### src/design/fpsched_pkg.sv
// ----------------------------------------------------------------------------
// fpsched_pkg
// Shared types and constants of the fixed-priority round-robin scheduler:
// request and result items, request modes, status codes, thread flag bits,
// controller states and the command/status link between controller and
// datapath.
// ----------------------------------------------------------------------------
package fpsched_pkg;

    // request item as it arrives on the input channel
    typedef struct packed {
        logic [3:0]  mode;
        logic [5:0]  thread_id;
        logic [4:0]  priority_req;
        logic [5:0]  current_thread;
        logic [15:0] timeout_ticks;
    } t_in_item;

    // result item as it leaves on the output channel
    typedef struct packed {
        logic [5:0] next_thread;
        logic       do_switch;
        logic [1:0] status;
        logic       wake_early;
    } t_out_item;

    // request modes
    typedef enum logic [3:0] {
        MODE_ADD     = 4'd0,
        MODE_SETPRIO = 4'd1,
        MODE_BLOCK   = 4'd2,
        MODE_WAKE    = 4'd3,
        MODE_YIELD   = 4'd4,
        MODE_TICK    = 4'd5,
        MODE_SUSPEND = 4'd6,
        MODE_RESUME  = 4'd7,
        MODE_TIMEOUT = 4'd8,
        MODE_ACT     = 4'd9,
        MODE_DEACT   = 4'd10
    } t_mode;

    // result status codes
    localparam logic [1:0] STS_OK      = 2'd0;
    localparam logic [1:0] STS_EMPTY   = 2'd1;
    localparam logic [1:0] STS_INVALID = 2'd2;

    // thread flag bit positions
    localparam int FB_READY   = 0;
    localparam int FB_BLOCKED = 1;
    localparam int FB_SUSP    = 2;
    localparam int FB_EVENT   = 3;

    // wake count limits
    localparam logic [1:0] WAKE_MAX  = 2'd3;
    localparam logic [1:0] WAKE_INIT = 2'd1;

    // configuration registers
    localparam int         CFG_DATA_W         = 6;
    localparam logic [0:0] CFG_TIMEOUT_THREAD = 1'b0;
    localparam logic [0:0] CFG_TIMEOUT_ENABLE = 1'b1;

    // datapath commands
    typedef enum logic [4:0] {
        CMD_NOP,
        CMD_CLEAR,
        CMD_LATCH,
        CMD_RD_INFO,
        CMD_EVAL,
        CMD_EVAL_MOVE,
        CMD_REMOVE,
        CMD_APP_RD,
        CMD_APP_WR,
        CMD_APP_NX,
        CMD_SC_INIT_H,
        CMD_SA_RD,
        CMD_SA_INIT,
        CMD_SC_STEP,
        CMD_SC_HEAD,
        CMD_SC_CHK,
        CMD_TAKE,
        CMD_TGT,
        CMD_OUT_LOAD
    } t_cmd;

    // controller states
    typedef enum logic [3:0] {
        ST_CLEAR,
        ST_IDLE,
        ST_RD_INFO,
        ST_EVAL,
        ST_REMOVE,
        ST_APP_RD,
        ST_APP_WR,
        ST_APP_NX,
        ST_OP_DONE,
        ST_SA_RD,
        ST_SA_INIT,
        ST_SC_STEP,
        ST_SC_HEAD,
        ST_SC_CHK,
        ST_SC_END,
        ST_DONE
    } t_state;

    // which part of a request the sequencer is working on
    typedef enum logic [2:0] {
        PH_MAIN,
        PH_H1,
        PH_S1,
        PH_MOVE,
        PH_FIN,
        PH_S2
    } t_phase;

    typedef struct packed {
        t_cmd cmd;
    } t_dp_cmd;

    typedef struct packed {
        logic       clr_done;
        logic [3:0] mode;
        logic       rem;
        logic       app;
        logic       c_none;
        logic       lv_end;
        logic       rd_susp;
        logic       found_none;
        logic       found_cur;
        logic       out_free;
    } t_dp_status;

endpackage

### src/design/fpsched_dp.sv
// ----------------------------------------------------------------------------
// fpsched_dp
// Scheduler datapath: per-thread memories (level, flags, wake count, list
// links), per-level head/tail memories, tick and deadline registers, request
// evaluation, list edits, scan registers and the output register.
// ----------------------------------------------------------------------------
module fpsched_dp
    import fpsched_pkg::*;
#(
    parameter int THREADS = 64,
    parameter int LEVELS  = 32
) (
    input  logic                  i_clk,
    input  logic                  i_rst_n,
    input  t_in_item              i_in_data,
    input  logic                  i_out_stall,
    input  logic                  i_cfg_we,
    input  logic [0:0]            i_cfg_idx,
    input  logic [CFG_DATA_W-1:0] i_cfg_data,
    input  t_dp_cmd               i_cmd,
    output t_dp_status            o_st,
    output logic                  o_out_valid,
    output t_out_item             o_out_data
);

    localparam int TW   = $clog2(THREADS);
    localparam int LW   = $clog2(THREADS + 1);
    localparam int VW   = $clog2(LEVELS);
    localparam int LVW  = $clog2(LEVELS + 1);
    localparam int MAXD = (THREADS > LEVELS) ? THREADS : LEVELS;
    localparam int CW   = $clog2(MAXD);
    localparam logic [LW-1:0] NONE = LW'(THREADS);

    // memories
    logic [VW-1:0] lvl_mem  [THREADS];
    logic [3:0]    flg_mem  [THREADS];
    logic [1:0]    wk_mem   [THREADS];
    logic [LW-1:0] nxt_mem  [THREADS];
    logic [LW-1:0] prv_mem  [THREADS];
    logic [LW-1:0] head_mem [LEVELS];
    logic [LW-1:0] tail_mem [LEVELS];

    // registered read data
    logic [VW-1:0] r_lvl_rd;
    logic [3:0]    r_flg_rd;
    logic [1:0]    r_wk_rd;
    logic [LW-1:0] r_nxt_rd;
    logic [LW-1:0] r_prv_rd;
    logic [LW-1:0] r_head_rd;
    logic [LW-1:0] r_tail_rd;

    // working registers
    t_in_item        r_req;
    logic [TW-1:0]   r_t;
    logic [31:0]     r_tick;
    logic [31:0]     r_dl;
    logic [5:0]      r_tt;
    logic            r_ten;
    logic [CW-1:0]   r_clr;
    logic [LW-1:0]   r_p;
    logic [LW-1:0]   r_n;
    logic [VW-1:0]   r_ol;
    logic [VW-1:0]   r_nl;
    logic            r_rem;
    logic            r_app;
    logic            r_inv;
    logic            r_early;
    logic [LW-1:0]   r_c;
    logic [LVW-1:0]  r_lv;
    logic [LW-1:0]   r_found;
    logic [LW-1:0]   r_nx;
    logic            r_ov;
    t_out_item       r_out;
    t_out_item       n_out;

    // memory port controls
    logic            info_we;
    logic [TW-1:0]   info_wa;
    logic [VW-1:0]   lvl_wd;
    logic [3:0]      flg_wd;
    logic [1:0]      wk_wd;
    logic            nxt_we;
    logic [TW-1:0]   nxt_wa;
    logic [LW-1:0]   nxt_wd;
    logic            prv_we;
    logic [TW-1:0]   prv_wa;
    logic [LW-1:0]   prv_wd;
    logic            head_we;
    logic [VW-1:0]   head_wa;
    logic [LW-1:0]   head_wd;
    logic            tail_we;
    logic [VW-1:0]   tail_wa;
    logic [LW-1:0]   tail_wd;
    logic [TW-1:0]   info_ra;
    logic [VW-1:0]   lv_ra;

    // request evaluation results
    logic            p_inv;
    logic            p_wr;
    logic [VW-1:0]   p_lvl;
    logic [3:0]      p_flg;
    logic [1:0]      p_wk;
    logic            p_rem;
    logic            p_app;
    logic [VW-1:0]   p_nl;
    logic            p_early;
    logic            p_dl_we;
    logic [31:0]     p_dl;

    logic            t_ok;
    logic            c_ok;
    logic            l_ok;
    logic            tt_ok;
    logic            pres;
    logic [1:0]      w_dec;
    logic [1:0]      w_inc;
    logic [31:0]     abs_dl;
    logic            fire;

    // request checks on the latched item and the thread record just read
    assign t_ok   = 32'(r_req.thread_id) < THREADS;
    assign c_ok   = 32'(r_req.current_thread) < THREADS;
    assign l_ok   = 32'(r_req.priority_req) < LEVELS;
    assign tt_ok  = 32'(r_tt) < THREADS;
    assign pres   = r_flg_rd[FB_READY] | r_flg_rd[FB_BLOCKED] | r_flg_rd[FB_EVENT];
    assign w_dec  = (r_wk_rd != 2'd0) ? r_wk_rd - 2'd1 : 2'd0;
    assign w_inc  = (r_wk_rd != WAKE_MAX) ? r_wk_rd + 2'd1 : WAKE_MAX;
    assign abs_dl = r_tick + 32'(r_req.timeout_ticks);
    assign fire   = r_ten && (r_dl != 32'd0) && (r_tick == r_dl);

    // per-mode plan: record update, unlink, relink, early wake, deadline
    always_comb begin
        p_inv   = 1'b0;
        p_wr    = 1'b0;
        p_lvl   = r_lvl_rd;
        p_flg   = r_flg_rd;
        p_wk    = r_wk_rd;
        p_rem   = 1'b0;
        p_app   = 1'b0;
        p_nl    = r_lvl_rd;
        p_early = 1'b0;
        p_dl_we = 1'b0;
        p_dl    = r_dl;
        case (r_req.mode)
            MODE_ADD: begin
                if (!t_ok || !l_ok || pres) begin
                    p_inv = 1'b1;
                end else begin
                    p_wr  = 1'b1;
                    p_lvl = VW'(r_req.priority_req);
                    p_flg = 4'b0001 << FB_READY;
                    p_wk  = WAKE_INIT;
                    p_app = 1'b1;
                    p_nl  = VW'(r_req.priority_req);
                end
            end
            MODE_SETPRIO: begin
                if (!t_ok || !l_ok || !pres) begin
                    p_inv = 1'b1;
                end else begin
                    p_wr  = 1'b1;
                    p_lvl = VW'(r_req.priority_req);
                    p_nl  = VW'(r_req.priority_req);
                    p_rem = r_flg_rd[FB_READY];
                    p_app = r_flg_rd[FB_READY];
                end
            end
            MODE_BLOCK: begin
                if (!c_ok || !r_flg_rd[FB_READY]) begin
                    p_inv = 1'b1;
                end else begin
                    p_wr = 1'b1;
                    p_wk = w_dec;
                    if (w_dec != 2'd0) begin
                        p_early = 1'b1;
                    end else begin
                        p_flg[FB_READY]   = 1'b0;
                        p_flg[FB_BLOCKED] = 1'b1;
                        p_rem             = 1'b1;
                    end
                end
            end
            MODE_WAKE: begin
                if (!t_ok || !pres) begin
                    p_inv = 1'b1;
                end else begin
                    p_wr = 1'b1;
                    p_wk = w_inc;
                    if (r_flg_rd[FB_BLOCKED]) begin
                        p_flg[FB_READY]   = 1'b1;
                        p_flg[FB_BLOCKED] = 1'b0;
                        p_app             = 1'b1;
                    end
                end
            end
            MODE_YIELD: begin
            end
            MODE_TICK: begin
                if (fire) begin
                    p_dl_we = 1'b1;
                    p_dl    = 32'd0;
                    if (tt_ok && pres) begin
                        p_wr = 1'b1;
                        p_wk = w_inc;
                        if (r_flg_rd[FB_BLOCKED]) begin
                            p_flg[FB_READY]   = 1'b1;
                            p_flg[FB_BLOCKED] = 1'b0;
                            p_app             = 1'b1;
                        end
                    end
                end
            end
            MODE_SUSPEND: begin
                if (!t_ok || !pres) begin
                    p_inv = 1'b1;
                end else begin
                    p_wr             = 1'b1;
                    p_flg[FB_SUSP]   = 1'b1;
                end
            end
            MODE_RESUME: begin
                if (!t_ok || !pres) begin
                    p_inv = 1'b1;
                end else begin
                    p_wr             = 1'b1;
                    p_flg[FB_SUSP]   = 1'b0;
                end
            end
            MODE_TIMEOUT: begin
                if (r_req.timeout_ticks != 16'd0) begin
                    if ((r_dl == 32'd0) || (abs_dl < r_dl)) begin
                        p_dl_we = 1'b1;
                        p_dl    = abs_dl;
                    end
                    if (r_ten && (r_req.current_thread == r_tt) && c_ok &&
                        r_flg_rd[FB_READY]) begin
                        p_wr = 1'b1;
                        p_wk = w_dec;
                        if (w_dec != 2'd0) begin
                            p_early = 1'b1;
                        end else begin
                            p_flg[FB_READY]   = 1'b0;
                            p_flg[FB_BLOCKED] = 1'b1;
                            p_rem             = 1'b1;
                        end
                    end
                end
            end
            MODE_ACT: begin
                if (!t_ok || !r_flg_rd[FB_EVENT]) begin
                    p_inv = 1'b1;
                end else if (!r_flg_rd[FB_READY] && !r_flg_rd[FB_BLOCKED]) begin
                    p_wr            = 1'b1;
                    p_flg[FB_READY] = 1'b1;
                    p_app           = 1'b1;
                end
            end
            MODE_DEACT: begin
                if (!t_ok) begin
                    p_inv = 1'b1;
                end else if (!pres) begin
                    if (!l_ok) begin
                        p_inv = 1'b1;
                    end else begin
                        p_wr            = 1'b1;
                        p_lvl           = VW'(r_req.priority_req);
                        p_wk            = WAKE_INIT;
                        p_flg           = 4'b0000;
                        p_flg[FB_SUSP]  = r_flg_rd[FB_SUSP];
                        p_flg[FB_EVENT] = 1'b1;
                    end
                end else if (!r_flg_rd[FB_EVENT]) begin
                    p_inv = 1'b1;
                end else begin
                    p_wr              = 1'b1;
                    p_rem             = r_flg_rd[FB_READY];
                    p_flg[FB_READY]   = 1'b0;
                    p_flg[FB_BLOCKED] = 1'b0;
                end
            end
            default: begin
                p_inv = 1'b1;
            end
        endcase
    end

    // memory addresses and write data per command
    always_comb begin
        info_we = 1'b0;
        info_wa = r_t;
        lvl_wd  = p_lvl;
        flg_wd  = p_flg;
        wk_wd   = p_wk;
        nxt_we  = 1'b0;
        nxt_wa  = r_t;
        nxt_wd  = NONE;
        prv_we  = 1'b0;
        prv_wa  = r_t;
        prv_wd  = r_tail_rd;
        head_we = 1'b0;
        head_wa = r_nl;
        head_wd = LW'(r_t);
        tail_we = 1'b0;
        tail_wa = r_nl;
        tail_wd = LW'(r_t);
        info_ra = r_t;
        lv_ra   = r_nl;
        unique case (i_cmd.cmd) inside
            CMD_CLEAR: begin
                info_we = 32'(r_clr) < THREADS;
                info_wa = r_clr[TW-1:0];
                lvl_wd  = '0;
                flg_wd  = 4'b0000;
                wk_wd   = WAKE_INIT;
                head_we = 32'(r_clr) < LEVELS;
                head_wa = r_clr[VW-1:0];
                head_wd = NONE;
                tail_we = 32'(r_clr) < LEVELS;
                tail_wa = r_clr[VW-1:0];
                tail_wd = NONE;
            end
            CMD_EVAL: begin
                info_we = p_wr;
            end
            CMD_REMOVE: begin
                head_wa = r_ol;
                tail_wa = r_ol;
                if (r_p == NONE) begin
                    head_we = 1'b1;
                    head_wd = r_n;
                end else begin
                    nxt_we = 1'b1;
                    nxt_wa = r_p[TW-1:0];
                    nxt_wd = r_n;
                end
                if (r_n == NONE) begin
                    tail_we = 1'b1;
                    tail_wd = r_p;
                end else begin
                    prv_we = 1'b1;
                    prv_wa = r_n[TW-1:0];
                    prv_wd = r_p;
                end
            end
            CMD_APP_WR: begin
                prv_we  = 1'b1;
                tail_we = 1'b1;
                if (r_tail_rd == NONE) begin
                    head_we = 1'b1;
                end else begin
                    nxt_we = 1'b1;
                    nxt_wa = r_tail_rd[TW-1:0];
                    nxt_wd = LW'(r_t);
                end
            end
            CMD_APP_NX: begin
                nxt_we = 1'b1;
            end
            CMD_SA_RD: begin
                info_ra = TW'(r_req.current_thread);
            end
            CMD_SC_STEP: begin
                info_ra = r_c[TW-1:0];
                lv_ra   = r_lv[VW-1:0];
            end
            CMD_NOP, CMD_LATCH, CMD_RD_INFO, CMD_EVAL_MOVE, CMD_APP_RD,
            CMD_SC_INIT_H, CMD_SA_INIT, CMD_SC_HEAD, CMD_SC_CHK, CMD_TAKE,
            CMD_TGT, CMD_OUT_LOAD: begin
            end
            default: begin
            end
        endcase
    end

    // thread memories
    always_ff @(posedge i_clk) begin
        if (info_we) begin
            lvl_mem[info_wa] <= lvl_wd;
            flg_mem[info_wa] <= flg_wd;
            wk_mem[info_wa]  <= wk_wd;
        end
        if (nxt_we) begin
            nxt_mem[nxt_wa] <= nxt_wd;
        end
        if (prv_we) begin
            prv_mem[prv_wa] <= prv_wd;
        end
        r_lvl_rd <= lvl_mem[info_ra];
        r_flg_rd <= flg_mem[info_ra];
        r_wk_rd  <= wk_mem[info_ra];
        r_nxt_rd <= nxt_mem[info_ra];
        r_prv_rd <= prv_mem[info_ra];
    end

    // level head and tail memories
    always_ff @(posedge i_clk) begin
        if (head_we) begin
            head_mem[head_wa] <= head_wd;
        end
        if (tail_we) begin
            tail_mem[tail_wa] <= tail_wd;
        end
        r_head_rd <= head_mem[lv_ra];
        r_tail_rd <= tail_mem[lv_ra];
    end

    // result formatting
    always_comb begin
        n_out = '0;
        n_out.wake_early = r_early;
        if (r_nx == NONE) begin
            n_out.status = r_inv ? STS_INVALID : STS_EMPTY;
        end else begin
            n_out.next_thread = 6'(r_nx);
            n_out.do_switch   = 32'(r_nx) != 32'(r_req.current_thread);
            n_out.status      = r_inv ? STS_INVALID : STS_OK;
        end
    end

    // control registers: clearing counter, tick, deadline, config, output valid
    always_ff @(posedge i_clk) begin
        if (!i_rst_n) begin
            r_clr  <= '0;
            r_tick <= 32'd0;
            r_dl   <= 32'd0;
            r_tt   <= 6'd0;
            r_ten  <= 1'b0;
            r_ov   <= 1'b0;
        end else begin
            if (i_cmd.cmd == CMD_CLEAR) begin
                r_clr <= r_clr + CW'(1);
            end
            if ((i_cmd.cmd == CMD_LATCH) && (i_in_data.mode == MODE_TICK)) begin
                r_tick <= r_tick + 32'd1;
            end
            if ((i_cmd.cmd == CMD_EVAL) && p_dl_we) begin
                r_dl <= p_dl;
            end
            if (i_cfg_we) begin
                unique case (i_cfg_idx)
                    CFG_TIMEOUT_THREAD: r_tt  <= i_cfg_data;
                    CFG_TIMEOUT_ENABLE: r_ten <= i_cfg_data[0];
                    default: begin
                    end
                endcase
            end
            if (i_cmd.cmd == CMD_OUT_LOAD) begin
                r_ov <= 1'b1;
            end else if (!i_out_stall) begin
                r_ov <= 1'b0;
            end
        end
    end

    // working registers per command
    always_ff @(posedge i_clk) begin
        unique case (i_cmd.cmd) inside
            CMD_LATCH: begin
                r_req <= i_in_data;
                case (i_in_data.mode) inside
                    MODE_BLOCK, MODE_TIMEOUT: r_t <= TW'(i_in_data.current_thread);
                    MODE_TICK:                r_t <= TW'(r_tt);
                    default:                  r_t <= TW'(i_in_data.thread_id);
                endcase
            end
            CMD_EVAL: begin
                r_rem   <= p_rem;
                r_app   <= p_app;
                r_ol    <= r_lvl_rd;
                r_nl    <= p_nl;
                r_p     <= r_prv_rd;
                r_n     <= r_nxt_rd;
                r_inv   <= p_inv;
                r_early <= p_early;
            end
            CMD_EVAL_MOVE: begin
                r_rem <= 1'b1;
                r_app <= 1'b1;
                r_ol  <= r_lvl_rd;
                r_nl  <= r_lvl_rd;
                r_p   <= r_prv_rd;
                r_n   <= r_nxt_rd;
            end
            CMD_SC_INIT_H: begin
                r_c     <= NONE;
                r_lv    <= '0;
                r_found <= NONE;
            end
            CMD_SA_INIT: begin
                r_c     <= r_nxt_rd;
                r_lv    <= LVW'(r_lvl_rd) + LVW'(1);
                r_found <= NONE;
            end
            CMD_SC_STEP: begin
                if ((r_c == NONE) && (r_lv != LVW'(LEVELS))) begin
                    r_lv <= r_lv + LVW'(1);
                end
            end
            CMD_SC_HEAD: begin
                r_c <= r_head_rd;
            end
            CMD_SC_CHK: begin
                if (!r_flg_rd[FB_SUSP]) begin
                    r_found <= r_c;
                end else begin
                    r_c <= r_nxt_rd;
                end
            end
            CMD_TAKE: begin
                r_nx <= r_found;
                r_t  <= r_found[TW-1:0];
            end
            CMD_TGT: begin
                r_t <= r_found[TW-1:0];
            end
            CMD_OUT_LOAD: begin
                r_out <= n_out;
            end
            CMD_NOP, CMD_CLEAR, CMD_RD_INFO, CMD_REMOVE, CMD_APP_RD, CMD_APP_WR,
            CMD_APP_NX, CMD_SA_RD: begin
            end
            default: begin
            end
        endcase
    end

    // status toward the controller
    always_comb begin
        o_st            = '0;
        o_st.clr_done   = r_clr == CW'(MAXD - 1);
        o_st.mode       = r_req.mode;
        o_st.rem        = r_rem;
        o_st.app        = r_app;
        o_st.c_none     = r_c == NONE;
        o_st.lv_end     = r_lv == LVW'(LEVELS);
        o_st.rd_susp    = r_flg_rd[FB_SUSP];
        o_st.found_none = r_found == NONE;
        o_st.found_cur  = 32'(r_found) == 32'(r_req.current_thread);
        o_st.out_free   = !r_ov || !i_out_stall;
    end

    assign o_out_valid = r_ov;
    assign o_out_data  = r_out;

endmodule

### src/design/fpsched_ctrl.sv
// ----------------------------------------------------------------------------
// fpsched_ctrl
// Scheduler sequencer: walks each request through record read, evaluation,
// list unlink/relink, level scans and the round-robin rotation, issuing one
// datapath command per cycle.
// ----------------------------------------------------------------------------
module fpsched_ctrl
    import fpsched_pkg::*;
(
    input  logic       i_clk,
    input  logic       i_rst_n,
    input  logic       i_in_valid,
    input  t_dp_status i_st,
    output t_dp_cmd    o_cmd,
    output logic       o_in_stall
);

    t_state r_state;
    t_state n_state;
    t_phase r_phase;
    t_phase n_phase;
    logic   rot_mode;

    assign rot_mode = (i_st.mode == MODE_YIELD) || (i_st.mode == MODE_TICK);

    // state and phase registers
    always_ff @(posedge i_clk) begin
        if (!i_rst_n) begin
            r_state <= ST_CLEAR;
            r_phase <= PH_MAIN;
        end else begin
            r_state <= n_state;
            r_phase <= n_phase;
        end
    end

    // next state and commands
    always_comb begin
        n_state   = r_state;
        n_phase   = r_phase;
        o_cmd.cmd = CMD_NOP;
        unique case (r_state)
            ST_CLEAR: begin
                o_cmd.cmd = CMD_CLEAR;
                if (i_st.clr_done) begin
                    n_state = ST_IDLE;
                end
            end
            ST_IDLE: begin
                if (i_in_valid) begin
                    o_cmd.cmd = CMD_LATCH;
                    n_phase   = PH_MAIN;
                    n_state   = ST_RD_INFO;
                end
            end
            ST_RD_INFO: begin
                o_cmd.cmd = CMD_RD_INFO;
                n_state   = ST_EVAL;
            end
            ST_EVAL: begin
                o_cmd.cmd = (r_phase == PH_MOVE) ? CMD_EVAL_MOVE : CMD_EVAL;
                n_state   = ST_REMOVE;
            end
            ST_REMOVE: begin
                if (i_st.rem) begin
                    o_cmd.cmd = CMD_REMOVE;
                end
                n_state = i_st.app ? ST_APP_RD : ST_OP_DONE;
            end
            ST_APP_RD: begin
                o_cmd.cmd = CMD_APP_RD;
                n_state   = ST_APP_WR;
            end
            ST_APP_WR: begin
                o_cmd.cmd = CMD_APP_WR;
                n_state   = ST_APP_NX;
            end
            ST_APP_NX: begin
                o_cmd.cmd = CMD_APP_NX;
                n_state   = ST_OP_DONE;
            end
            // choose the scan that follows the list edits
            ST_OP_DONE: begin
                if ((r_phase == PH_MOVE) && (i_st.mode == MODE_TICK)) begin
                    n_phase = PH_S2;
                    n_state = ST_SA_RD;
                end else begin
                    o_cmd.cmd = CMD_SC_INIT_H;
                    n_state   = ST_SC_STEP;
                    if ((r_phase == PH_MAIN) && rot_mode) begin
                        n_phase = PH_H1;
                    end else begin
                        n_phase = PH_FIN;
                    end
                end
            end
            ST_SA_RD: begin
                o_cmd.cmd = CMD_SA_RD;
                n_state   = ST_SA_INIT;
            end
            ST_SA_INIT: begin
                o_cmd.cmd = CMD_SA_INIT;
                n_state   = ST_SC_STEP;
            end
            // scan: next list entry, else head of the next level
            ST_SC_STEP: begin
                o_cmd.cmd = CMD_SC_STEP;
                if (!i_st.c_none) begin
                    n_state = ST_SC_CHK;
                end else if (i_st.lv_end) begin
                    n_state = ST_SC_END;
                end else begin
                    n_state = ST_SC_HEAD;
                end
            end
            ST_SC_HEAD: begin
                o_cmd.cmd = CMD_SC_HEAD;
                n_state   = ST_SC_STEP;
            end
            ST_SC_CHK: begin
                o_cmd.cmd = CMD_SC_CHK;
                n_state   = i_st.rd_susp ? ST_SC_STEP : ST_SC_END;
            end
            // act on the scan result
            ST_SC_END: begin
                n_state = ST_DONE;
                case (r_phase)
                    PH_H1: begin
                        o_cmd.cmd = CMD_TAKE;
                        if (!i_st.found_none && i_st.found_cur) begin
                            if (i_st.mode == MODE_YIELD) begin
                                n_phase = PH_MOVE;
                                n_state = ST_RD_INFO;
                            end else begin
                                n_phase = PH_S1;
                                n_state = ST_SA_RD;
                            end
                        end
                    end
                    PH_S1: begin
                        if (!i_st.found_none) begin
                            o_cmd.cmd = CMD_TGT;
                            n_phase   = PH_MOVE;
                            n_state   = ST_RD_INFO;
                        end
                    end
                    default: begin
                        o_cmd.cmd = CMD_TAKE;
                    end
                endcase
            end
            ST_DONE: begin
                if (i_st.out_free) begin
                    o_cmd.cmd = CMD_OUT_LOAD;
                    n_state   = ST_IDLE;
                end
            end
            default: begin
                n_state = ST_IDLE;
            end
        endcase
    end

    assign o_in_stall = r_state != ST_IDLE;

endmodule

### src/design/fixed_priority_rr_scheduler_unit.sv
// ----------------------------------------------------------------------------
// fixed_priority_rr_scheduler_unit
// Fixed-priority round-robin run-queue scheduler, one result per request.
// ----------------------------------------------------------------------------
// One request is in work at a time. After reset the unit sweeps its thread
// and level memories, all max(THREADS, LEVELS) addresses, with the input
// stalled. A request then goes through record read, evaluation and list
// relinking, plus one scan for the most urgent runnable thread that steps
// through each level and each list entry it visits; a yield or a tick that
// rotates runs up to three scans. The single read port of each memory sets
// this pace. A finished result sits in an output register, so the next
// request is taken while it waits.
module fixed_priority_rr_scheduler_unit
    import fpsched_pkg::*;
#(
    parameter int THREADS = 64,
    parameter int LEVELS  = 32
) (
    input  logic                  i_clk,
    input  logic                  i_rst_n,
    input  logic                  i_in_valid,
    input  t_in_item              i_in_data,
    output logic                  o_in_stall,
    output logic                  o_out_valid,
    output t_out_item             o_out_data,
    input  logic                  i_out_stall,
    input  logic                  i_cfg_we,
    input  logic [0:0]            i_cfg_idx,
    input  logic [CFG_DATA_W-1:0] i_cfg_data
);

    t_dp_cmd    cmd;
    t_dp_status st;

    // sequencer
    fpsched_ctrl u_ctrl (
        .i_clk      (i_clk),
        .i_rst_n    (i_rst_n),
        .i_in_valid (i_in_valid),
        .i_st       (st),
        .o_cmd      (cmd),
        .o_in_stall (o_in_stall)
    );

    // memories and arithmetic
    fpsched_dp #(
        .THREADS (THREADS),
        .LEVELS  (LEVELS)
    ) u_dp (
        .i_clk       (i_clk),
        .i_rst_n     (i_rst_n),
        .i_in_data   (i_in_data),
        .i_out_stall (i_out_stall),
        .i_cfg_we    (i_cfg_we),
        .i_cfg_idx   (i_cfg_idx),
        .i_cfg_data  (i_cfg_data),
        .i_cmd       (cmd),
        .o_st        (st),
        .o_out_valid (o_out_valid),
        .o_out_data  (o_out_data)
    );

endmodule

### config.mk
export PLATFORM = sky130hd
export DESIGN_NAME = fixed_priority_rr_scheduler_unit
export DESIGN_NICKNAME = d
export VERILOG_FILES = /design/src/design/fpsched_pkg.sv /design/src/design/fpsched_dp.sv /design/src/design/fpsched_ctrl.sv /design/src/design/fixed_priority_rr_scheduler_unit.sv
export SDC_FILE = /design/constraint.sdc
export NUM_CORES = 2
export LEC_CHECK = 0
export ABC_AREA = 1
export BUFFER_PORTS_ARGS = -buffer_cell sky130_fd_sc_hd__buf_2
export CAP_MARGIN = 5
export CORE_UTILIZATION = 30
export CTS_BUF_LIST = sky130_fd_sc_hd__clkbuf_4
export DETAILED_ROUTE_END_ITERATION = 10
export GPL_TIMING_DRIVEN = 0
export PLACE_DENSITY = 0.44
export SLEW_MARGIN = 20
export SYNTH_ARGS = -nofsm -noshare
export SYNTH_HDL_FRONTEND = slang
export SYNTH_SLANG_ARGS = --single-unit
### constraint.sdc
create_clock -name i_clk -period 6.89 [get_ports i_clk]
set_input_delay 0.3445 -clock i_clk [delete_from_list [all_inputs] [get_ports i_clk]]
set_output_delay 0.3445 -clock i_clk [all_outputs]
set_load 0.02 [all_outputs]
==> out/results.tsv <==
metric	value	unit
remaining antenna violation count after routing	0	
post-route worst setup slack	1.833	ns
pre-CTS worst setup slack	1.928	ns
average wire length per cell after detail routing	23.88	µm
worst-case clock skew	0.1305	ns
post-synthesis average cell area	10.55	µm²
min-delay worst type	in -> reg	
final std cell area, no fill	0.1194	mm²
post-synthesis sequential element count	2274	
footprint of the multi-input gates	0.02768	mm²
sequential-to-total area share from yosys stat	66.56	%
Clock Root Buffer	sky130_fd_sc_hd__clkbuf_4	
footprint of the flip-flops and latches	0.06704	mm²
DRC Markers	0	
Core Box Area	0.3337	mm²
Synth-to-Final Area Change	18.57	%
crit path launch	u_dp.r_tick[11]	
share of the cycle needed by the critical path after routing	73.39	%
total count of hold-check failures in the final report	0	
startpoint of the lowest-slack hold path	i_in_data[35]	
detailed-routing iteration count for the pre-antenna-repair pass	8	
net count after synthesis	9645	
Final Non-Filler Cells	15393	
chip width	581.5	µm
initial antenna violation count	27	
Tot GR Track Use	21.22	%
placement-stage cell area	0.1099	mm²
quantity of I/O buffers inserted on ports	59	
top-level I/O count	61	
H-tree levels	6	
initial DRC count	6602	
number of core rows	212	
data arrival time of the critical path	6.12	ns
Primary FF master, synth	sky130_fd_sc_hd__edfxtp_1	
Critical Path Start Type	register	
net count of the finished layout	10595	
worst-margin pin slew	1.429	ns
grt ovf	0	
clock latency of the later-clocked register in the worst-skew pair	1.59	ns
largest net degree at the start of global routing	49	
Max rail drop VDD	0.0001588	V
number of global-route vias before repair	73804	
Post-Route Utilization	35.79	%
starting density of the core	30.19	%
Placed Instances	14118	
standby leakage power	46.44	nW
clock transition at the register clock pins on the worst setup and hold paths after CTS	0.07	ns
number of synthesis warnings	0	
Fin Setup TNS	0	ns
clock tree from TritonCTS	yes	
maximum buffer depth of the clock tree	4	
Cell Area, Synth	0.1007	mm²
outcome	finished, final reports clean	
met3 demand-to-capacity share in global routing	4.193	%
fraction of registers with async set or reset after synthesis	0	%
final number of setup-violating endpoints	0	
average via count per standard cell	4.877	
critical path class	reg -> reg	
most frequent standard cell in the layout excluding fill and tap cells	sky130_fd_sc_hd__nand2_1	
CTS Buf Count	633	
highest achievable clock rate	197.8	MHz
minimum hold slack	0.1996	ns
share of cells above drive strength 1	15.79	%
power per cell area	233.2	mW/mm²
DPL Wire Length	273.9	mm
reg-to-reg startpoint	u_dp.r_tick[11]	
most utilized layer in the global route result	met2	
Data required, critical path	7.95	ns
nature of the critical path endpoint	register	
max-slew headroom at the worst pin	4.756	%
# clock sinks	2274	
global placer's final weighted congestion	0.9238	
worst-path maximum fanout	11	
Final Critical Period	5.057	ns
Post-Syn Instances	9545	
vertical extent of the die	581.5	µm
RSZ-0062 raised after global routing	no	
count of vias placed by the detailed router	75069	
wire length of the first global-routing pass	518.0	mm
count of final max-slew check failures	0	
grt met1 use	27.52	%
Filler Cell Count	33543	
die footprint	0.3381	mm²
number of post-CTS setup repair buffers	0	
# Max-Cap Violations	0	
number of flops mapped to enable cells by yosys	2150	
GR met2 Demand/Resource	34.79	%
number of unique standard cell types used by synthesis	59	
Total Power	27.86	mW
most used cells in the layout excluding fill and tap cells	sky130_fd_sc_hd__nand2_1, sky130_fd_sc_hd__edfxtp_1, sky130_fd_sc_hd__nand3_1	
wire length reported by the detailed router	367.6	mm
-- critical path: stages (launching register included) --
cell                       delay [ns]
sky130_fd_sc_hd__dfxtp_1         0.33
sky130_fd_sc_hd__clkbuf_1        0.33
sky130_fd_sc_hd__inv_1           0.13
sky130_fd_sc_hd__nand2_1         0.08
sky130_fd_sc_hd__nand2_1         0.05
sky130_fd_sc_hd__nor2_1          0.11
sky130_fd_sc_hd__nand2_1         0.10
sky130_fd_sc_hd__nor2_1          0.11
sky130_fd_sc_hd__nand2_1         0.10
sky130_fd_sc_hd__nor2_1          0.43
sky130_fd_sc_hd__nand3_1         0.25
sky130_fd_sc_hd__nand2_1         0.11
sky130_fd_sc_hd__nand2_1         0.05
sky130_fd_sc_hd__nand2_1         0.06
sky130_fd_sc_hd__nand2_1         0.09
sky130_fd_sc_hd__nand2_2         0.31
sky130_fd_sc_hd__nand2_1         0.78
sky130_fd_sc_hd__nor2_1          1.14
-- routing by layer --
layer	vias to the layer above	wire length (µm)	share of wire, %
li1	35068	-	-
met1	36652	156800	43
met2	2679	171400	47
met3	664	25240	6.9
met4	6	14150	3.8
met5	-	41	0.011
-- power breakdown --
| part | internal, mW | switching (mW) | leakage [nW] |
|---|---|---|---|
| combinational | 0.0902 | 0.176 | 19.8 |
| clock | 6.64 | 5.99 | 4.87 |
| sequential | 14.9 | 0.0148 | 21.8 |
| total | 21.7 | 6.18 | 46.4 |
-- cells in the mapped netlist (38+ instances only) --
cell type	count	area, µm²
sky130_fd_sc_hd__buf_1	38	142.6
sky130_fd_sc_hd__nand3_1	1237	6191
sky130_fd_sc_hd__o211ai_1	506	3799
sky130_fd_sc_hd__inv_1	1149	4313
sky130_fd_sc_hd__edfxtp_1	2150	64560
sky130_fd_sc_hd__nor2_1	601	2256
sky130_fd_sc_hd__a21oi_1	96	480.5
sky130_fd_sc_hd__o21ai_0	220	1101
sky130_fd_sc_hd__nand3b_1	52	390.4
sky130_fd_sc_hd__buf_2	182	910.9
sky130_fd_sc_hd__nand4_1	74	462.9
sky130_fd_sc_hd__clkbuf_1	226	848.3
sky130_fd_sc_hd__nand2_1	2310	8671
sky130_fd_sc_hd__nor3_1	83	415.4
sky130_fd_sc_hd__buf_4	46	345.3
sky130_fd_sc_hd__or2_2	123	769.5
sky130_fd_sc_hd__dfxtp_1	124	2482
sky130_fd_sc_hd__ha_1	50	625.6
-- state kept, by name, summed over array words and instances (netlist names), 128 cells and up --
register       flops
u_dp.flg_mem     256
u_dp.head_mem    224
u_dp.lvl_mem     320
u_dp.nxt_mem     448
u_dp.prv_mem     448
u_dp.tail_mem    224
u_dp.wk_mem      128
-- logic make-up after synthesis --
logic type / count (synthesis) / synth area share (%)
simple gates: 4597 / 19.84
flops: 2274 / 66.56
buf+inv: 1678 / 6.705
compound gates: 911 / 5.958
fa+ha+maj: 51 / 0.6409
xor+xnor: 34 / 0.2956
-- area by class of cell --
| type | count | share of cell area, % |
|---|---|---|
| Multi-Input combinational cell | 5593 | 23.17 |
| Clock inverter | 164 | 0.8202 |
| Clock buffer | 957 | 6.015 |
| Tap cell | 4387 | 4.596 |
| Buffer | 499 | 1.954 |
| Antenna cell | 25 | 0.05238 |
| Sequential cell | 2274 | 56.13 |
| Inverter | 1179 | 3.709 |
| Timing Repair Buffer | 315 | 3.551 |
-- path summary, 6_finish.rpt --
| kind | end | slack (ns) | cells past startpoint |
|---|---|---|---|
| worst min-delay path | u_dp.r_t[5] | 0.20 | 8 |
| worst max register to register | u_dp.wk_mem[1][0] | 1.83 | 17 |
| worst max-delay path | u_dp.wk_mem[1][0] | 1.83 | 17 |
| worst min register to register | u_dp.r_p[5] | 0.40 | 0 |
-- repair_timing --
action                                 4_1_cts  5_1_grt
gates resized for setup                      0        0
hold buffers                               129        0
endpoints found under the hold margin      177        0
(Power assumes the default switching activity.)
